<file path="src/rtl/gnpm_ram.sv">
// ----------------------------------------------------------------------------
// gnpm_ram
// generic single port write, single port read ram with registered read
// ----------------------------------------------------------------------------
module gnpm_ram #(
    parameter int WIDTH = 32,
    parameter int DEPTH = 16
) (
    input  logic                     clk,
    input  logic                     we,
    input  logic [$clog2(DEPTH)-1:0] waddr,
    input  logic [WIDTH-1:0]         wdata,
    input  logic [$clog2(DEPTH)-1:0] raddr,
    output logic [WIDTH-1:0]         rdata
);

    logic [WIDTH-1:0] mem [DEPTH];

    always_ff @(posedge clk)
    begin
        if (we)
        begin
            mem[waddr] <= wdata;
        end
        rdata <= mem[raddr];
    end

endmodule

</file>
<file path="config.mk">
export PLATFORM = sky130hd
export DESIGN_NAME = gnpm_ram
export DESIGN_NICKNAME = d
export VERILOG_FILES = /design/src/rtl/gnpm_ram.sv
export SDC_FILE = /design/constraint.sdc
export NUM_CORES = 1
export LEC_CHECK = 0
export BUFFER_PORTS_ARGS = -buffer_cell sky130_fd_sc_hd__clkbuf_2
export CAP_MARGIN = 20
export CORE_MARGIN = 5
export CORE_UTILIZATION = 60
export CTS_CLUSTER_SIZE = 10
export DETAILED_ROUTE_END_ITERATION = 10
export PLACE_DENSITY = 0.75
export SETUP_SLACK_MARGIN = 0.3
export SYNTH_ARGS = -nofsm -noshare
export SYNTH_HDL_FRONTEND = slang
export SYNTH_SLANG_ARGS = --single-unit
</file>
<file path="constraint.sdc">
create_clock -name clk -period 4.6 [get_ports clk]
set_input_delay 0.23 -clock clk [delete_from_list [all_inputs] [get_ports clk]]
set_output_delay 0.23 -clock clk [all_outputs]
set_load 0.05 [all_outputs]
</file>
==> out/metrics.yaml <==
critical_path:
  r2r_end: "rdata[2]"
  crit_start: "raddr[0]"
  timing.setup.critical_path_class: "primary input to register"
  timing.critical_path.fanout_max: 69
  reg2reg_setup_slack_ns: 3.19
  crit_chain: "clkbuf_8 -> buf_12 -> mux4_2 -> a22oi_1 -> nand2_1"
  critical_path.max_stage_delay_ns: 0.66
  r2r_cells: 3
  reg2reg_from: "mem[2][2]"
  setup.worst_path.end_class: "register"
  worst_setup_path_start_kind: "primary input"
  crit_required_ns: 5.06
  timing.critical_path.to: "rdata[4]"
  cp.arrival_ns: 2.25
  cp_slowest_cell: "clkbuf_8"
grt:
  grt_usage_pct: 22.8
  grt_pass1_vias: 9472
  maximum_number_of_pins_on_one_net_before_global_route_repair: 93
  grt_overflow_total: 0
  initial_antenna_violation_count: 2
  grt_first_pass_wirelength_mm: 61.2
finish:
  area_delta_synth_final_pct: 14.3
  most-common-layout-cells: "512 x edfxtp_1, 128 x mux4_2, 71 x clkbuf_2"
  non_filler_cells_final: 1449
  finish.net_count: 998
  layout_commonest_cell: "edfxtp_1"
  final_layout_size_suffix_gt1_share_pct: 30.8
  num-fill-cells: 1945
  final_util_pct: 69.6
clocking:
  clkSlewWorstSetupHoldPaths_ns: 0.06
  ctsLongestPathBuffers: 3
  cts_repair_resize_count: 0
  cts_tree: "done"
  tritoncts.num_buffers: 60
  cts_setup_buffers: 0
  clock_insertion_delay_at_the_later_pin_of_the_skew_report_ns: 0.58
  clock-root-buffer: "clkbuf_16"
  htree_levels: 2
  cts-hold-fix-buffers: 0
  tritoncts_num_sinks: 544
die:
  die_area_um2: 36800
  std_cell_rows: 66
  die_h_um: 192
  die_width_um: 192
  coreArea_um2: 32600
  floorplan.initialDensity_pct: 60.9
  floorplan.io_pins: 74
synth:
  postSynthAreaPerCell_um2: 23.7
  netlist_area_pre_place_um2: 19900
  synth.yosys.warnings: 0
  ys_seq_elements: 544
  synth_cell_type_count: 18
  synth_fp_nets: 880
  ys_seq_area_share_pct: 80.7
  synthCells: 838
detailed_routing:
  met3_length_mm: 3.24
  route.vias.total: 9141
  detailedRoute.firstIterationViolations: 1017
  route.detailed.wl_per_inst_um: 28.1
  wl_met1_mm: 16.3
  remaining_drcs: 0
  wl_met2_mm: 20.4
  detail_route.vias_per_cell: 6.31
  firstDrtPassIters: 5
  ant_nets: 0
  maxUsedRoutingLayer: "met5"
  routed_wirelength_mm: 40.7
timing:
  tns_ns: 0
  rsz0062_at_grt: "false"
  slew_at_the_pin_closest_to_its_max_slew_limit_ns: 1.02
  final-setup-viol-count: 0
  final_max_slew_viol_count: 0
  timing.slew.headroom_pct: 31.8
  max_clock_freq_mhz: 558
  timing.final.crit_period_ns: 1.79
  timing.clock.skew_ns: 0.0135
  finalHoldViolations: 0
  timing.final.crit_share_pct: 39.0
min_path:
  hp-start: "wdata[14]"
  min_path_cells: 1
  hold_class: "primary input to register"
place:
  place.detailed.hpwl_mm: 20.7
  place_inst: 1333
  routabilityCongestion: 0.707
  numPortBuffers: 73
pwr:
  peakVddDrop_v: 0.000347
  cellPowerDensity_nw_per_um2: 459
  p_leak_nw: 7.31
outcome:
  status: "complete, no violations"
job:
  timing.max_cap.violations: 0
logic make-up (layout without fill, tap and decap cells):
group / after synthesis / count (layout) / share of synthesized area [%]
muxes: 128 / 128 / 14.5
and+or+nand+nor: 59 / 59 / 1.27
AOI/OAI and AO/OA: 64 / 64 / 2.42
other: 0 / 1 / 0
buffers and inverters: 43 / 211 / 1.12
DFF: 544 / 544 / 80.7
critical path, delay by kind of cell:
family	cells	cell delay, ns
buffers and inverters	2	1.03
muxes	1	0.57
and+or+nand+nor	1	0.09
AOI/OAI and AO/OA	1	0.24
power by group:
group | switching [mW] | internal [mW]
logic | 0.385 | 0.200
clock network | 1.75 | 2.49
registers | 0.0401 | 5.55
worst min-delay path by stage:
stage	to	slack (ns)
final	mem[10][14]	0.04
after global routing	mem[12][15]	0.06
after CTS	mem[10][14]	0.02
after detailed placement	mem[13][14]	0.63
after global placement	mem[12][15]	0.62
after floorplan	mem[0][0]	0.33
per-stage QoR:
step	power, mW	setup WS, ns	hold WS [ns]	instance area, um^2
3_5_place_dp	6.27	2.17	0.633	20900
3_3_place_gp	6.25	2.21	0.622	20900
6_report	10.4	2.81	0.0381	22700
5_1_grt	10.8	2.62	0.0552	22700
4_1_cts	10.5	2.79	0.0206	22600
2_1_floorplan	6.05	1.19	0.329	19900
cell usage after synthesis, drive strengths merged:
cell,instances,area share [%]
edfxtp,512,77
mux4,128,15
a22oi,64,2.4
nand2,33,0.62
dfxtp,32,3.2
buf,26,0.80
clkbuf,17,0.32
nor2,13,0.25
nor3,4,0.10
nand2b,2,0.063
nand3b,2,0.076
nor2b,2,0.063
and2,1,0.032
nand3,1,0.025
or3b,1,0.044
cell type report:
| class | count | area, um^2 | area share, % |
|---|---|---|---|
| sequential | 544 | 16000 | 70.6 |
| multi-input combinational | 251 | 3750 | 16.5 |
| clock buffer | 112 | 1730 | 7.62 |
| timing repair buffer | 99 | 638 | 2.81 |
| tap | 442 | 553 | 2.44 |
| antenna | 1 | 2.50 | 0.0110 |
sequential cells by signal, indices dropped and copies added, names as in the netlist:
name / count
rdata: 32
mem: 512
layer usage:
| layer | up-vias | global-route usage (%) |
|---|---|---|
| li1 | 3818 | - |
| met1 | 4831 | 33.4 |
| met2 | 424 | 36.6 |
| met3 | 64 | 4.45 |
| met4 | 4 | 5.47 |
| met5 | - | 0 |
Note: power is estimated with default switching activity, not from simulation.
