<file path="src/rtl/gnpm_pkg.sv">
// ----------------------------------------------------------------------------
// gnpm_pkg
// shared types and codes of the greedy nearest pair matcher
// ----------------------------------------------------------------------------
package gnpm_pkg;

    localparam int COORD_W = 16;
    localparam int COST_W  = 34;
    localparam int DIFF_W  = 17;
    localparam int SQ_W    = 33;
    localparam int OIDX_W  = 4;
    localparam int TIDX_W  = 3;

    typedef enum logic [1:0] {
        REQ_LOAD_OBS   = 2'd0,
        REQ_LOAD_TRACK = 2'd1,
        REQ_RUN        = 2'd2,
        REQ_NONE       = 2'd3
    } req_t;

    typedef enum logic [1:0] {
        KIND_MATCH     = 2'd0,
        KIND_TRACK     = 2'd1,
        KIND_OBS       = 2'd2,
        KIND_EMPTY     = 2'd3
    } kind_t;

    typedef enum logic [3:0] {
        ST_IDLE,
        ST_COST_RD,
        ST_COST_SQ,
        ST_COST_SUM,
        ST_COST_WR,
        ST_SCAN_RD,
        ST_SCAN,
        ST_DECIDE,
        ST_LEFT_TRK,
        ST_LEFT_OBS,
        ST_EMIT,
        ST_CLEAR
    } state_t;

    typedef struct packed {
        logic [1:0]        kind;
        logic [OIDX_W-1:0] obs_index;
        logic [TIDX_W-1:0] track_index;
        logic              overflow;
        logic              last;
    } result_t;

    function automatic logic [SQ_W-1:0] sq_diff(input logic signed [COORD_W-1:0] a,
                                                 input logic signed [COORD_W-1:0] b);
        logic signed [DIFF_W-1:0]   d;
        logic signed [2*DIFF_W-1:0] p;
        d = DIFF_W'(a) - DIFF_W'(b);
        p = d * d;
        return p[SQ_W-1:0];
    endfunction

endpackage

</file>
<file path="src/rtl/gnpm_out_reg.sv">
// ----------------------------------------------------------------------------
// gnpm_out_reg
// one-entry output register for result beats
// ----------------------------------------------------------------------------
module gnpm_out_reg (
    input  logic                     clk,
    input  logic                     rst_n,
    input  logic                     push,
    input  gnpm_pkg::result_t        push_data,
    output logic                     full,
    output logic                     tvalid,
    input  logic                     tready,
    output gnpm_pkg::result_t        data
);

    logic              valid_reg;
    gnpm_pkg::result_t data_reg;

    always_ff @(posedge clk or negedge rst_n)
    begin
        if (!rst_n)
        begin
            valid_reg <= 1'b0;
        end
        else if (push)
        begin
            valid_reg <= 1'b1;
        end
        else if (tready)
        begin
            valid_reg <= 1'b0;
        end
    end

    always_ff @(posedge clk)
    begin
        if (push)
        begin
            data_reg <= push_data;
        end
    end

    // push only when empty or draining this cycle
    assign full   = valid_reg && !tready;
    assign tvalid = valid_reg;
    assign data   = data_reg;

endmodule

</file>
<file path="config.mk">
export PLATFORM = sky130hd
export DESIGN_NAME = gnpm_out_reg
export DESIGN_NICKNAME = d
export VERILOG_FILES = /design/src/rtl/gnpm_pkg.sv /design/src/rtl/gnpm_out_reg.sv
export SDC_FILE = /design/constraint.sdc
export NUM_CORES = 1
export LEC_CHECK = 0
export BUFFER_PORTS_ARGS = -buffer_cell sky130_fd_sc_hd__buf_4
export CAP_MARGIN = 25
export CORE_AREA = 2 2 39 41
export DETAILED_ROUTE_END_ITERATION = 7
export DIE_AREA = 0 0 41 43
export PLACE_DENSITY = 0.64
export SYNTH_ARGS = -nofsm -noshare
export SYNTH_HDL_FRONTEND = slang
export SYNTH_SLANG_ARGS = --single-unit
</file>
<file path="constraint.sdc">
create_clock -name clk -period 1 [get_ports clk]
set_clock_uncertainty 0.15 [all_clocks]
set_input_delay 0.2 -clock clk [delete_from_list [all_inputs] [get_ports clk]]
set_output_delay 0.2 -clock clk [all_outputs]
set_load 0.01 [all_outputs]
</file>
==> results.ini <==
[run_status]
status=complete, but fails checks
violations=negative setup slack

[power]
p_leak_uw=0.000363
power_uw=1090
ir_drop_mv=0.735
power_density_nw_per_um2=1380

[layout]
fin_cells=73
largest_reg_flops=11
nets=73
diodes=0
fill_cells=115
area_delta_synth_final_pct=110
drive_gt1_frac=0.544
final_util=0.571
design_area_um2=790

[setup_path]
end_kind=output pin
r2r_end=tvalid$_DFFE_PN0P_
crit_required_ns=0.65
crit_fanout=2
start_kind=flip-flop
r2r_cells=2
rr_startpoint=tvalid$_DFFE_PN0P_
startpoint=tvalid$_DFFE_PN0P_
crit_end=full
arrival_ns=0.88
reg2reg_slack_ns=0.03
critPathKind=reg2out

[yosys]
synth_cell_types=4
synth.area.mux_share=0
syn_nets=29
synth_compound_area_frac=0
synth_seq_cells=12
synth_simple_gate_area_frac=0.0533
synth-warning-count=0
synthCells=14
synthTopCellsByArea=edfxtp_1, dfrtp_1, nor2b_4
synth_top_area_share=0.880
synthXorXnorAreaFrac=0
syn_avg_cell_area_um2=26.8
synthAdderAreaFrac=0
synth_top_family_by_area=simple AND/OR/NAND/NOR gates
syn_area_um2=375
seq_area_frac_synth=0.947
yosys.area.top_type=edfxtp_1

[global_route]
grt_pass1_vias=292
grt_start_max_net_pins=13
antenna_found_initial=0
gr-total-overflow=0
grt_pass1_wl_um=1120
grt_usage=0.0966

[clock_tree]
cts_setup_buffers=0
cts_tree=done
clk_pin_slew_worst_paths_ns=0.06
cts_buffers=3
clock_path_buffers=2
cts.sinks=12
cts_root_buf=clkbuf_4
htree_levels=1
clock_latency_ns=0.25

[routing]
drt-total-wl_um=689
routedWlPerCell_um=9.44
via_per_inst=3.77
top_layer=met4
vias=275
final_antenna_net_count=0
wl_met1_um=242
drt_iter0_drc=0
drc_errors=0
wl_met2_um=350
first_pass_iters=1
met3_length_um=91

[place]
dp_cells=57
numPortBuffers=27
gp_congestion=0.549
place_area_um2=598

[die]
die_area_um2=1760
io_pins=28
die_w_um=41
rows=14
start_util=0.271
die_h_um=43
core_um2=1380

[sta]
hold_ws_ns=0.0965
setup_ws_ns=-0.226
drv_slew=0
max_freq_ghz=0.816
setup_viol=14
min_period_ns=1.23
fin_crit_sh=1.23
rsz0062_at_grt=yes
worst_slew_pin_slew_ns=0.153
relSlewSlack=0.898
timing_hold_violations_final=0

[run]
maxCapViolations=0

[min_path]
hold_path_class=in2async

[worst min path at each step]
stage                      from  slack (ns)            endpoint
after floorplan           rst_n       -0.25  tvalid$_DFFE_PN0P_
after global placement    rst_n       -0.17  tvalid$_DFFE_PN0P_
after detailed placement  rst_n       -0.17  tvalid$_DFFE_PN0P_
after CTS                 rst_n        0.08  tvalid$_DFFE_PN0P_
after global routing      rst_n        0.11  tvalid$_DFFE_PN0P_
final                     rst_n         0.1  tvalid$_DFFE_PN0P_
[layout by cell type, fill, tap and decap left out]
| master | instances |
|---|---|
| buf_4 | 17 |
| clkbuf_1 | 1 |
| nor2b_4 | 1 |
| dlygate4sd3_1 | 9 |
| dlymetal6s4s_1 | 3 |
| or2_1 | 1 |
| dfrtp_1 | 1 |
| clkbuf_4 | 3 |
| edfxtp_1 | 11 |
| buf_6 | 10 |
[cells by family (layout without fill, tap and decap cells)]
group	Yosys count	count (layout)
and+or+nand+nor	2	2
buffers and inverters	0	43
DFF	12	12
[report_power, final]
| group | switching, uW | internal [uW] | total (uW) |
|---|---|---|---|
| clock | 133 | 154 | 286 |
| combinational | 59.4 | 137 | 197 |
| sequential | 14.7 | 591 | 606 |
| total | 207 | 882 | 1090 |
[cell usage after synthesis (all sizes together)]
library cell,instances
nor2b,1
or2,1
dfrtp,1
edfxtp,11
[metal layers]
layer | GRT usage | up-vias
met4 | 0.0600 | 0
met5 | 0 | -
met3 | 0.0471 | 2
met1 | 0.104 | 116
li1 | - | 140
met2 | 0.144 | 17
[final cells by class]
cell class / count / area [um2] / area share
Clock buffer: 4 / 26.3 / 0.0333
Multi-Input combinational cell: 2 / 20.0 / 0.0254
Sequential cell: 12 / 355 / 0.450
Tap cell: 16 / 20.0 / 0.0254
Timing Repair Buffer: 39 / 368 / 0.466
[critical path, stage by stage (launching register included)]
cell,delay (ns)
dfrtp_1,0.38
nor2b_4,0.13
buf_6,0.11
[through the flow]
step	setup slack, ns	TNS [ns]
6_report	-0.226	-1.60
5_1_grt	-0.262	-2.08
4_1_cts	-0.235	-1.73
3_5_place_dp	0.0350	0
3_3_place_gp	0.0464	0
2_1_floorplan	0.0000883	0
[what timing repair did]
| action | in CTS | in global routing |
|---|---|---|
| pin swaps | 0 | 0 |
| setup endpoints to repair | 13 | 16 |
| gates resized for setup | 3 | 10 |
| hold buffers | 12 | 0 |
| hold endpoints to repair | 12 | 0 |
| cloned | 0 | 0 |
(Power assumes the default switching activity.)
